$ cat src/ikht_pkg.sv
// ----------------------------------------------------------------------------
// ikht_pkg
// Shared types and constants for the keyed handle table.
// ----------------------------------------------------------------------------
package ikht_pkg;

  localparam int TABLE_SLOTS_DEF = 16;
  localparam int HANDLE_SPAN_DEF = 32768;

  localparam int OP_W     = 2;
  localparam int KEY_W    = 32;
  localparam int HANDLE_W = 31;
  localparam int STATUS_W = 3;
  localparam int SLOTO_W  = 4;
  localparam int SEQ_W    = 16;
  localparam int CFG_W    = 5;

  // tdata layouts, padded to whole bytes
  localparam int S_DATA_W = 72;  // key, create, exclusive, handle
  localparam int M_DATA_W = 40;  // handle, slot

  localparam logic [CFG_W-1:0] CFG_SLOTS_RESET = 5'd16;

  typedef enum logic [OP_W-1:0] {
    OP_GET    = 2'd0,
    OP_LOOKUP = 2'd1,
    OP_REMOVE = 2'd2
  } op_e;

  typedef enum logic [STATUS_W-1:0] {
    ST_OK        = 3'd0,
    ST_NOENT     = 3'd1,
    ST_EXIST     = 3'd2,
    ST_FULL      = 3'd3,
    ST_BADHANDLE = 3'd4
  } status_e;

  typedef enum logic [2:0] {
    S_IDLE,
    S_DECODE,
    S_SCAN,
    S_GET_END,
    S_HREAD,
    S_HCHECK,
    S_OUT
  } state_e;

  typedef struct packed {
    logic load_item;
    logic scan_start;
    logic scan_read;
    logic get_end;
    logic hcheck;
    logic load_out;
  } ctrl_cmd_t;

  typedef struct packed {
    logic is_get;
    logic scan_done;
    logic out_free;
  } dp_stat_t;

endpackage

$ cat src/ipc_key_handle_table_top.sv
// ----------------------------------------------------------------------------
// ipc_key_handle_table_top
// Keyed handle table for message queues: get by key, handle lookup, remove.
//
//   channel  dir  transaction contents
//   s_axis   in   tuser operation; tdata key, create, exclusive, handle
//   m_axis   out  tuser status; tdata handle, slot index
//   cfg      in   slots_in_use, written when cfg_we_i is high
//
// A get scans the searched slots through the key RAM one per cycle. Lookup
// and remove do one RAM read and check. One transaction is in work at a
// time; the next is accepted while the previous result waits in the output
// register. Reset clears the valid bits and the sequence counter and sets
// the size to sixteen.
// ----------------------------------------------------------------------------
module ipc_key_handle_table_top #(
  parameter int TABLE_SLOTS = ikht_pkg::TABLE_SLOTS_DEF,
  parameter int HANDLE_SPAN = ikht_pkg::HANDLE_SPAN_DEF
) (
  input  logic                          clk_i,
  input  logic                          rst_ni,
  input  logic                          cfg_we_i,
  input  logic [ikht_pkg::CFG_W-1:0]    cfg_wdata_i,
  input  logic                          s_axis_tvalid,
  output logic                          s_axis_tready,
  // lookup_key[31:0], create_flag[32], exclusive_flag[33], handle_in[64:34]
  input  logic [ikht_pkg::S_DATA_W-1:0] s_axis_tdata,
  // operation[1:0]
  input  logic [ikht_pkg::OP_W-1:0]     s_axis_tuser,
  output logic                          m_axis_tvalid,
  input  logic                          m_axis_tready,
  // handle_out[30:0], slot_index[34:31]
  output logic [ikht_pkg::M_DATA_W-1:0] m_axis_tdata,
  // status[2:0]
  output logic [ikht_pkg::STATUS_W-1:0] m_axis_tuser
);

  import ikht_pkg::*;

  ctrl_cmd_t cmd;
  dp_stat_t  stat;

  ikht_ctrl u_ctrl (
    .clk_i      (clk_i),
    .rst_ni     (rst_ni),
    .s_tvalid_i (s_axis_tvalid),
    .s_tready_o (s_axis_tready),
    .stat_i     (stat),
    .cmd_o      (cmd)
  );

  ikht_dp #(
    .TABLE_SLOTS (TABLE_SLOTS),
    .HANDLE_SPAN (HANDLE_SPAN)
  ) u_dp (
    .clk_i       (clk_i),
    .rst_ni      (rst_ni),
    .cfg_we_i    (cfg_we_i),
    .cfg_wdata_i (cfg_wdata_i),
    .s_tdata_i   (s_axis_tdata),
    .s_tuser_i   (s_axis_tuser),
    .m_tvalid_o  (m_axis_tvalid),
    .m_tready_i  (m_axis_tready),
    .m_tdata_o   (m_axis_tdata),
    .m_tuser_o   (m_axis_tuser),
    .cmd_i       (cmd),
    .stat_o      (stat)
  );

endmodule

$ cat src/ikht_ram.sv
// ----------------------------------------------------------------------------
// ikht_ram
// Generic single write port, single read port RAM with registered read.
// ----------------------------------------------------------------------------
module ikht_ram #(
  parameter int WIDTH = 8,
  parameter int DEPTH = 16
) (
  input  logic                     clk_i,
  input  logic                     we_i,
  input  logic [$clog2(DEPTH)-1:0] waddr_i,
  input  logic [WIDTH-1:0]         wdata_i,
  input  logic [$clog2(DEPTH)-1:0] raddr_i,
  output logic [WIDTH-1:0]         rdata_o
);

  logic [WIDTH-1:0] mem_q [DEPTH];
  logic [WIDTH-1:0] rdata_q;

  always_ff @(posedge clk_i) begin
    if (we_i) begin
      mem_q[waddr_i] <= wdata_i;
    end
    rdata_q <= mem_q[raddr_i];
  end

  assign rdata_o = rdata_q;

endmodule

$ cat src/ikht_ctrl.sv
// ----------------------------------------------------------------------------
// ikht_ctrl
// Sequencer for the handle table: accept, key scan or handle check, result.
// ----------------------------------------------------------------------------
module ikht_ctrl (
  input  logic                 clk_i,
  input  logic                 rst_ni,
  input  logic                 s_tvalid_i,
  output logic                 s_tready_o,
  input  ikht_pkg::dp_stat_t   stat_i,
  output ikht_pkg::ctrl_cmd_t  cmd_o
);

  import ikht_pkg::*;

  state_e state_q, state_d;

  always_ff @(posedge clk_i or negedge rst_ni) begin
    if (!rst_ni) begin
      state_q <= S_IDLE;
    end else begin
      state_q <= state_d;
    end
  end

  // next state
  always_comb begin
    state_d = state_q;
    unique case (state_q)
      S_IDLE: begin
        if (s_tvalid_i) begin
          state_d = S_DECODE;
        end
      end
      S_DECODE: begin
        state_d = stat_i.is_get ? S_SCAN : S_HREAD;
      end
      S_SCAN: begin
        if (stat_i.scan_done) begin
          state_d = S_GET_END;
        end
      end
      S_GET_END: state_d = S_OUT;
      S_HREAD:   state_d = S_HCHECK;
      S_HCHECK:  state_d = S_OUT;
      S_OUT: begin
        if (stat_i.out_free) begin
          state_d = S_IDLE;
        end
      end
      default:   state_d = S_IDLE;
    endcase
  end

  // outputs
  always_comb begin
    cmd_o      = '0;
    s_tready_o = 1'b0;
    unique case (state_q)
      S_IDLE: begin
        s_tready_o       = 1'b1;
        cmd_o.load_item  = s_tvalid_i;
        cmd_o.scan_start = s_tvalid_i;
      end
      S_SCAN: begin
        cmd_o.scan_read = !stat_i.scan_done;
      end
      S_GET_END: cmd_o.get_end = 1'b1;
      S_HCHECK:  cmd_o.hcheck  = 1'b1;
      S_OUT: begin
        cmd_o.load_out = stat_i.out_free;
      end
      default: begin
        cmd_o = '0;
      end
    endcase
  end

endmodule

$ cat src/ikht_dp.sv
// ----------------------------------------------------------------------------
// ikht_dp
// Datapath: item and size registers, valid bits, key and sequence RAM,
// scan compare, allocation, handle decode and the result and output registers.
// ----------------------------------------------------------------------------
module ikht_dp #(
  parameter int TABLE_SLOTS = ikht_pkg::TABLE_SLOTS_DEF,
  parameter int HANDLE_SPAN = ikht_pkg::HANDLE_SPAN_DEF
) (
  input  logic                           clk_i,
  input  logic                           rst_ni,
  input  logic                           cfg_we_i,
  input  logic [ikht_pkg::CFG_W-1:0]     cfg_wdata_i,
  input  logic [ikht_pkg::S_DATA_W-1:0]  s_tdata_i,
  input  logic [ikht_pkg::OP_W-1:0]      s_tuser_i,
  output logic                           m_tvalid_o,
  input  logic                           m_tready_i,
  output logic [ikht_pkg::M_DATA_W-1:0]  m_tdata_o,
  output logic [ikht_pkg::STATUS_W-1:0]  m_tuser_o,
  input  ikht_pkg::ctrl_cmd_t            cmd_i,
  output ikht_pkg::dp_stat_t             stat_o
);

  import ikht_pkg::*;

  localparam int SLOT_W = $clog2(TABLE_SLOTS);
  localparam int CNT_W  = SLOT_W + 1;
  localparam int SPAN_W = $clog2(HANDLE_SPAN);
  localparam int RAM_W  = KEY_W + SEQ_W;

  function automatic logic [HANDLE_W-1:0] make_handle(input logic [SLOT_W-1:0] slot,
                                                      input logic [SEQ_W-1:0]  seq);
    logic [HANDLE_W-1:0] h;
    h = HANDLE_W'(32'(seq) << SPAN_W) | HANDLE_W'(slot);
    return h;
  endfunction

  // item
  logic [OP_W-1:0]     op_q;
  logic [KEY_W-1:0]    key_q;
  logic                create_q;
  logic                excl_q;
  logic [HANDLE_W-1:0] handle_q;

  logic [CFG_W-1:0]       cfg_q;
  logic [TABLE_SLOTS-1:0] valid_q;
  logic [SEQ_W-1:0]       next_seq_q;

  // scan
  logic [CNT_W-1:0]  idx_q;
  logic [SLOT_W-1:0] rd_slot_q;
  logic              rd_vld_q;
  logic              match_q;
  logic [SLOT_W-1:0] match_slot_q;
  logic [SEQ_W-1:0]  match_seq_q;
  logic              free_q;
  logic [SLOT_W-1:0] free_slot_q;

  // result
  status_e             res_status_q;
  logic [HANDLE_W-1:0] res_handle_q;
  logic [SLOT_W-1:0]   res_slot_q;
  logic                out_valid_q;
  status_e             out_status_q;
  logic [HANDLE_W-1:0] out_handle_q;
  logic [SLOT_W-1:0]   out_slot_q;

  logic [CNT_W-1:0]  size;
  logic [SLOT_W-1:0] idx_slot;
  logic [SPAN_W-1:0] h_slot_full;
  logic [SLOT_W-1:0] h_slot;
  logic              h_in_range;

  logic              ram_we;
  logic [SLOT_W-1:0] ram_raddr;
  logic [RAM_W-1:0]  ram_wdata;
  logic [RAM_W-1:0]  ram_rdata;
  logic [KEY_W-1:0]  rd_key;
  logic [SEQ_W-1:0]  rd_seq;

  logic              scan_hit;
  logic              free_hit;

  status_e             g_status;
  logic [HANDLE_W-1:0] g_handle;
  logic [SLOT_W-1:0]   g_slot;
  logic                g_alloc;

  status_e             h_status;
  logic [HANDLE_W-1:0] h_handle;
  logic [SLOT_W-1:0]   h_slot_res;
  logic                h_remove;

  always_comb begin
    if (32'(cfg_q) > 32'(TABLE_SLOTS)) begin
      size = CNT_W'(TABLE_SLOTS);
    end else begin
      size = CNT_W'(cfg_q);
    end
  end

  assign idx_slot    = idx_q[SLOT_W-1:0];
  assign h_slot_full = handle_q[SPAN_W-1:0];
  assign h_slot      = h_slot_full[SLOT_W-1:0];
  assign h_in_range  = 32'(h_slot_full) < 32'(size);

  assign rd_key = ram_rdata[KEY_W-1:0];
  assign rd_seq = ram_rdata[RAM_W-1:KEY_W];

  assign scan_hit = rd_vld_q && valid_q[rd_slot_q] && (rd_key == key_q) &&
                    (key_q != '0) && !match_q;
  assign free_hit = cmd_i.scan_read && !valid_q[idx_slot] && !free_q;

  // get decision
  always_comb begin
    g_status = ST_NOENT;
    g_handle = '0;
    g_slot   = '0;
    g_alloc  = 1'b0;
    if (match_q) begin
      if (excl_q) begin
        g_status = ST_EXIST;
      end else begin
        g_status = ST_OK;
        g_handle = make_handle(match_slot_q, match_seq_q);
        g_slot   = match_slot_q;
      end
    end else if ((key_q == '0) || create_q) begin
      if (free_q) begin
        g_status = ST_OK;
        g_handle = make_handle(free_slot_q, next_seq_q);
        g_slot   = free_slot_q;
        g_alloc  = 1'b1;
      end else begin
        g_status = ST_FULL;
      end
    end
  end

  // handle check
  always_comb begin
    h_status   = ST_BADHANDLE;
    h_handle   = '0;
    h_slot_res = '0;
    h_remove   = 1'b0;
    if (((op_q == OP_LOOKUP) || (op_q == OP_REMOVE)) && h_in_range &&
        valid_q[h_slot] &&
        (32'(handle_q >> SPAN_W) == 32'(rd_seq))) begin
      h_status   = ST_OK;
      h_handle   = handle_q;
      h_slot_res = h_slot;
      h_remove   = (op_q == OP_REMOVE);
    end
  end

  assign ram_we    = cmd_i.get_end && g_alloc;
  assign ram_wdata = {next_seq_q, key_q};
  assign ram_raddr = cmd_i.scan_read ? idx_slot : h_slot;

  ikht_ram #(
    .WIDTH (RAM_W),
    .DEPTH (TABLE_SLOTS)
  ) u_ram (
    .clk_i   (clk_i),
    .we_i    (ram_we),
    .waddr_i (free_slot_q),
    .wdata_i (ram_wdata),
    .raddr_i (ram_raddr),
    .rdata_o (ram_rdata)
  );

  // control state
  always_ff @(posedge clk_i or negedge rst_ni) begin
    if (!rst_ni) begin
      cfg_q       <= CFG_SLOTS_RESET;
      valid_q     <= '0;
      next_seq_q  <= '0;
      rd_vld_q    <= 1'b0;
      match_q     <= 1'b0;
      free_q      <= 1'b0;
      idx_q       <= '0;
      out_valid_q <= 1'b0;
    end else begin
      if (cfg_we_i) begin
        cfg_q <= cfg_wdata_i;
      end
      rd_vld_q <= cmd_i.scan_read;
      if (cmd_i.scan_start) begin
        idx_q   <= '0;
        match_q <= 1'b0;
        free_q  <= 1'b0;
      end else begin
        if (cmd_i.scan_read) begin
          idx_q <= idx_q + CNT_W'(1);
        end
        if (scan_hit) begin
          match_q <= 1'b1;
        end
        if (free_hit) begin
          free_q <= 1'b1;
        end
      end
      if (ram_we) begin
        valid_q[free_slot_q] <= 1'b1;
        next_seq_q           <= next_seq_q + SEQ_W'(1);
      end
      if (cmd_i.hcheck && h_remove) begin
        valid_q[h_slot] <= 1'b0;
      end
      if (cmd_i.load_out) begin
        out_valid_q <= 1'b1;
      end else if (m_tready_i) begin
        out_valid_q <= 1'b0;
      end
    end
  end

  // payload
  always_ff @(posedge clk_i) begin
    if (cmd_i.load_item) begin
      op_q     <= s_tuser_i;
      key_q    <= s_tdata_i[31:0];
      create_q <= s_tdata_i[32];
      excl_q   <= s_tdata_i[33];
      handle_q <= s_tdata_i[64:34];
    end
    rd_slot_q <= idx_slot;
    if (scan_hit) begin
      match_slot_q <= rd_slot_q;
      match_seq_q  <= rd_seq;
    end
    if (free_hit) begin
      free_slot_q <= idx_slot;
    end
    if (cmd_i.get_end) begin
      res_status_q <= g_status;
      res_handle_q <= g_handle;
      res_slot_q   <= g_slot;
    end else if (cmd_i.hcheck) begin
      res_status_q <= h_status;
      res_handle_q <= h_handle;
      res_slot_q   <= h_slot_res;
    end
    if (cmd_i.load_out) begin
      out_status_q <= res_status_q;
      out_handle_q <= res_handle_q;
      out_slot_q   <= res_slot_q;
    end
  end

  assign stat_o.is_get    = (op_q == OP_GET);
  assign stat_o.scan_done = (idx_q == size);
  assign stat_o.out_free  = !out_valid_q || m_tready_i;

  assign m_tvalid_o = out_valid_q;
  assign m_tuser_o  = out_status_q;
  assign m_tdata_o  = {5'b0, SLOTO_W'(out_slot_q), out_handle_q};

endmodule

$ cat config.mk
export PLATFORM = sky130hd
export DESIGN_NAME = ipc_key_handle_table_top
export DESIGN_NICKNAME = d
export VERILOG_FILES = /design/src/ikht_pkg.sv /design/src/ipc_key_handle_table_top.sv /design/src/ikht_ram.sv /design/src/ikht_ctrl.sv /design/src/ikht_dp.sv
export SDC_FILE = /design/constraint.sdc
export NUM_CORES = 1
export LEC_CHECK = 0
export CORE_ASPECT_RATIO = 1.75
export CORE_MARGIN = 8
export CORE_UTILIZATION = 63
export DETAILED_ROUTE_END_ITERATION = 10
export DONT_BUFFER_PORTS = 1
export PLACE_DENSITY = 0.76
export SYNTH_ARGS = -nofsm -noshare
export SYNTH_HDL_FRONTEND = slang
export SYNTH_HIERARCHICAL = 1
export SYNTH_SLANG_ARGS = --single-unit
$ cat constraint.sdc
create_clock -name clk_i -period 12.4 [get_ports clk_i]
set_clock_uncertainty 0.1 [all_clocks]
set_input_delay 1.24 -clock clk_i [delete_from_list [all_inputs] [get_ports clk_i]]
set_output_delay 1.24 -clock clk_i [all_outputs]
set_load 0.03 [all_outputs]
==> out/results.txt, run 1 <==
Number of global-route vias before repair: 19600
Final setup viols: 0
CTS resizes: 0
Die Height: 344 um
Starting Density: 63.5%
Crit path to: u_dp/u_ram/rdata_o[46]
Int Pwr: 6020 uW
Largest net degree at the start of global routing: 119
Gr usage total: 24.2%
Lkg Pwr: 0.0142 uW
Clock network latency to the later pin of the worst-skew pair: 0.63 ns
Max Cap Violations: 0
Reg2reg setup slack: 6.32 ns
Reg2reg end: u_dp/u_ram/rdata_o[46]
Synthesis Warnings: 6
Status: complete, no violations
Crit. End Element: register
Max FO, Critical Path: 118
IO Port Bufs: 0
Share of the synthesized area in the top cell type: 71.9%
Detailed-router iteration count before antenna repair: 5
Synth Area per Inst: 20.8 um2
CP Launch Type: register
Reg2reg start: u_dp/idx_q[1]
Sequential area share after synthesis: 77.8%
Drt initial violations: 1786
Peak supply drop: 181 uV
CP required: 12.81 ns
Drt wl/cell: 30.1 um
Number of diodes: 0
Asr flop ratio synth: 4.77%
First-pass GRT wire length: 124 mm
Via density: 6.75
TritonCTS clock tree: built
Global route overflow: 0
Switching Fraction: 25.6%
Die Area: 69900 um2
Rows: 120
# H-tree levels: 3
Fin. max-slew vios: 0
Clock slew at reported path FFs: 0.06 ns
Relative slew slack: 23.6%
P per Cell Area: 190 nW/um2
R2R cell count: 12
Setup TNS Final: 0 ns
Sequential power share: 53.5%
Synth-to-Final Area Change: 9.82%
Layout cell share with drive strength beyond 1: 21.5%
Yosys cell types: 61
Worst Path Arrival: 6.49 ns
Dominant cell type by area after synthesis: edfxtp_1
Post-CTS repair timing setup buffer count: 0
Least-Margin Pin Slew: 1.15 ns
Fmax: 164 MHz
Total Wirelength: 83.3 mm
Synth cell count leaders: edfxtp_1 (927), mux4_2 (202), a22oi_1 (113)
Worst Path Class, Setup: reg -> reg
GPL Wtd Cong: 0.865
CTS root buf: clkbuf_16
Synth top area cells: edfxtp_1 (72%), mux4_2 (12%), dfrtp_1 (3.1%), dfxtp_1 (2.7%), a22oi_1 (2.2%)
Register bit total from synthesis: 1028
Ys flop type: edfxtp_1
Hold Path Class: in -> async
# DRC: 0
DP HPWL: 43.3 mm
EDFF count, synth: 927
Antenna violations before repair: 2
Hold Vio Cnt, Final: 0
P_sw: 2070 uW
Chip width: 203 um
Worst setup path start: u_dp/idx_q[1]
Max Root-Sink Buffers: 3
Via count: 18700
Clk network pwr share: 33.3%
Cts bufs inserted: 86
CTS Hold Bufs: 0
Top-count cell post-synth: edfxtp_1
Final Util: 69.7%
ANT nets after route: 0
Core area: 61000 um2
Comb pwr share: 13.2%
Fin crit share: 49.0%
CTS Sinks: 1028
Final #Nets: 1996
Post-Syn Area: 38700 um2
RSZ-0062 raised after global routing: no
Fin crit period: 6.08 ns
Post-synthesis cell count: 1863
I/O pin count: 129
## critical path, cell delays in order (launching register included)
cell,delay [ns]
dfrtp_1,0.62
nor4b_1,0.37
a21oi_1,0.07
nor3_1,0.65
nor4b_4,0.08
buf_4,0.24
o21ai_4,0.61
buf_4,0.54
buf_4,0.73
buf_12,0.60
mux4_2,0.62
a22oi_1,0.21
nand2_1,0.11
## cell families after synthesis
kind of cell | share of synthesized area [%]
buffers and inverters | 1.53
muxes | 12.2
AOI/OAI and AO/OA | 3.60
and+or+nand+nor | 3.01
other | 0.00969
DFF | 77.8
xor gates and xnor gates | 1.61
adders and majority gates | 0.259
## per-stage QoR
stage / hold slack, ns / instances / worst slack (ns) / instance area, um2 / power [uW]
after detailed placement: 0.306 / 2609 / 6.26 / 39700 / 5480
after global routing: 0.173 / 2769 / 5.75 / 42500 / 8360
final: 0.196 / 2769 / 6.32 / 42500 / 8090
after floorplan: 0.261 / 1877 / 6.13 / 38800 / 5130
after CTS: 0.163 / 2769 / 6.17 / 42500 / 8150
after global placement: 0.301 / 2609 / 6.27 / 39700 / 5430
## layout by cell type (no fill, tap or decap), types with 16 or more instances in the layout
master	Yosys	routed
a21oi_1	20	20
dfrtp_1	48	48
buf_4	31	30
xor2_1	51	51
inv_1	23	23
clkbuf_16	0	90
nand2_1	77	77
nor2_1	38	24
clkinv_1	0	16
nor4_1	29	29
dfxtp_1	52	52
edfxtp_1	927	927
mux4_2	202	202
a22oi_1	113	113
xnor2_1	20	20
clkinv_2	0	23
## power by group through the flow
stage	combinational [uW]	clock (uW)	sequential (uW)
6_report	1070	2700	4330
5_1_grt	1140	2860	4350
4_1_cts	1080	2740	4330
3_5_place_dp	1070	0	4400
3_3_place_gp	1060	0	4380
2_1_floorplan	844	0	4290
## state kept, by name, indices dropped and copies added, names as in the netlist, 16 cells and up
signal	count
u_dp/key_q	32
u_dp/res_handle_q	28
u_dp/next_seq_q	16
u_dp/u_ram/mem_q	768
u_dp/u_ram/rdata_o	48
u_dp/valid_q	16
u_dp/out_handle_q	31
u_dp/match_seq_q	16
u_dp/handle_q	31
## worst min-delay path by stage
stage | from | endpoint | slack (ns) | depth (start not counted)
6_report | rst_ni | u_dp/valid_q[2] | 0.20 | 0
5_1_grt | rst_ni | u_dp/idx_q[2] | 0.17 | 0
4_1_cts | rst_ni | u_dp/valid_q[13] | 0.16 | 0
3_5_place_dp | u_dp/res_handle_q[12] | u_dp/out_handle_q[12] | 0.31 | 0
3_3_place_gp | u_dp/res_handle_q[10] | u_dp/out_handle_q[10] | 0.30 | 0
2_1_floorplan | u_dp/idx_q[2] | u_dp/rd_slot_q[2] | 0.26 | 0
## area by class of cell
class	instances	area, um2
sequential	1028	30100
fill	3613	18400
multi-input combinational	733	8240
clock buffer	105	2370
tap	793	992
clock inverter	55	467
timing repair buffer	31	245
inverter	24	90.1
## per-layer routing
| layer | routed length, um | GRT usage (%) | vias to the layer above |
|---|---|---|---|
| li1 | - | - | 7700 |
| met1 | 29500 | 29.2 | 9779 |
| met2 | 44000 | 42.8 | 988 |
| met3 | 6270 | 3.96 | 231 |
| met4 | 3500 | 10.5 | 2 |
| met5 | 13 | 0 | - |
Power figures use the tool's default switching activity.
==> inputs of run 2 (changes only) <==
Clock period 12.4 ns to 6.25 ns, I/O delays scaled along.
==> out/results.txt, run 2 (synthesized netlist as in run 1, its figures left out) <==
IO Port Bufs: 0
Largest net degree at the start of global routing: 137
CTS Sinks: 1028
Number of diodes: 0
Pre-CTS setup slack: 1.84 ns
GPL Wtd Cong: 0.873
Critical-path top delay cell: nor2b_4
Cell-by-cell trace of the critical path: xor2_1 -> nor3_1 -> a21oi_1 -> nor3_1 -> nor4b_4 -> o21ai_0 -> nor2b_4 -> buf_4 -> a22oi_1 -> nand2_1
I/O pin count: 129
# H-tree levels: 3
Hold Path Class: in -> reg
Clock network latency to the later pin of the worst-skew pair: 0.65 ns
Drt wl/cell: 29.8 um
TritonCTS clock tree: built
Fmax: 222 MHz
Fin crit period: 4.51 ns
Total Wirelength: 84.9 mm
Relative slew slack: 21.4%
CP peak stage delay: 0.99 ns
Worst Path Class, Setup: reg -> reg
Final Util: 71.3%
P per Cell Area: 376 nW/um2
First-pass GRT wire length: 127 mm
CTS root buf: clkbuf_16
Die Height: 344 um
Max Cap Violations: 0
RSZ-0062 raised after global routing: no
Hold Vio Cnt, Final: 0
DP HPWL: 46.1 mm
Rows: 120
Commonest non-fill, non-tap cell in the layout: edfxtp_1
Final setup viols: 0
Least-Margin Pin Slew: 1.18 ns
Fin. max-slew vios: 0
Antenna violations before repair: 0
# DRC: 0
Die Area: 69900 um2
CTS resizes: 0
Fin crit share: 72.1%
Max FO, Critical Path: 25
Chip width: 203 um
Starting Density: 63.5%
Commonest cells after routing, fill and taps aside: edfxtp_1 (927), mux4_2 (202), a22oi_1 (113)
Global route overflow: 0
Max reg flops: 768
Number of global-route vias before repair: 20100
Overall Power: 16300 uW
CP Launch Type: register
Synth-to-Final Area Change: 12.2%
Crit. End Element: register
Clock slew at reported path FFs: 0.06 ns
ANT nets after route: 0
Cts bufs inserted: 85
Core area: 61000 um2
Reg2reg setup slack: 1.74 ns
Status: complete, no violations
Drt initial violations: 1809
Setup TNS Final: 0 ns
Top reg by flops: u_dp/u_ram/mem_q
Most used cell along the critical path: nor3_1
CP required: 6.72 ns
Via count: 18900
Detailed-router iteration count before antenna repair: 6
Final worst slack: 1.74 ns
Lkg Pwr: 0.0146 uW
Layout cell share with drive strength beyond 1: 20.9%
Gr usage total: 24.7%
Post-CTS repair timing setup buffer count: 0
Final #Nets: 2074
Max Root-Sink Buffers: 3
Via density: 6.64
Peak supply drop: 431 uV
Worst Path Arrival: 4.98 ns
## run 2: changes by cell type in the layout (fill, tap and decap cells not counted), sizes merged
cell         delta
clkinv         -12
clkinvlp        +1
dlygate4sd3    +69
clkbuf          +6
bufinv          +5
inv             -1
buf            +10
## run 2: what timing repair did
item,CTS,global route
hold endpoints to repair,117,0
setup endpoints to repair,0,0
hold buffers,70,0
## run 2: power by group
| part | leakage (uW) | switching (uW) | internal (uW) |
|---|---|---|---|
| sequential | 0.00990 | 538 | 8050 |
| clock | 0.00141 | 2370 | 3140 |
| combinational | 0.00330 | 1280 | 947 |
| total | 0.0146 | 4190 | 12100 |
## run 2: final timing paths
| path | endpoint | depth (start not counted) | from |
|---|---|---|---|
| max | u_dp/u_ram/rdata_o[41] | 10 | u_dp/idx_q[3] |
| min | u_dp/cfg_q[4] | 2 | cfg_we_i |
| max reg2reg | u_dp/u_ram/rdata_o[41] | 10 | u_dp/idx_q[3] |
| min reg2reg | u_dp/out_handle_q[28] | 0 | u_dp/res_handle_q[28] |
| max in group asynchronous | u_dp/cfg_q[4] | 2 | rst_ni |
| min in group asynchronous | u_ctrl/state_q[0] | 2 | rst_ni |
## run 2: area by class of cell
| class | count | area, um2 |
|---|---|---|
| multi-input combinational | 733 | 8250 |
| sequential | 1028 | 30100 |
| clock inverter | 48 | 568 |
| clock buffer | 111 | 2330 |
| timing repair buffer | 110 | 1110 |
| fill | 3498 | 17500 |
| tap | 793 | 992 |
| inverter | 24 | 90.1 |
## run 2: per-stage QoR
stage	instances	hold WS [ns]	cell area, um2
6_report	2847	0.0305	43400
5_1_grt	2847	0.0319	43400
4_1_cts	2847	0.00692	43400
3_5_place_dp	2618	0.231	39800
3_3_place_gp	2618	0.232	39800
2_1_floorplan	1877	0.229	38800
## run 2: per-layer routing
layer / vias up / track usage, % / wire length [um]
met5: - / 0 / 0
met4: 0 / 12.0 / 3970
met3: 229 / 3.70 / 5760
met2: 977 / 44.3 / 46000
met1: 9829 / 28.9 / 29200
li1: 7858 / - / -
## run 2: critical path, delay by kind of cell (launching register included)
family                 cells  cell delay, ns
buffers and inverters      1            0.40
AND/OR/NAND/NOR            5            2.20
flip-flops                 1            0.57
AO/OA/AOI/OAI              3            0.90
XOR/XNOR                   1            0.25
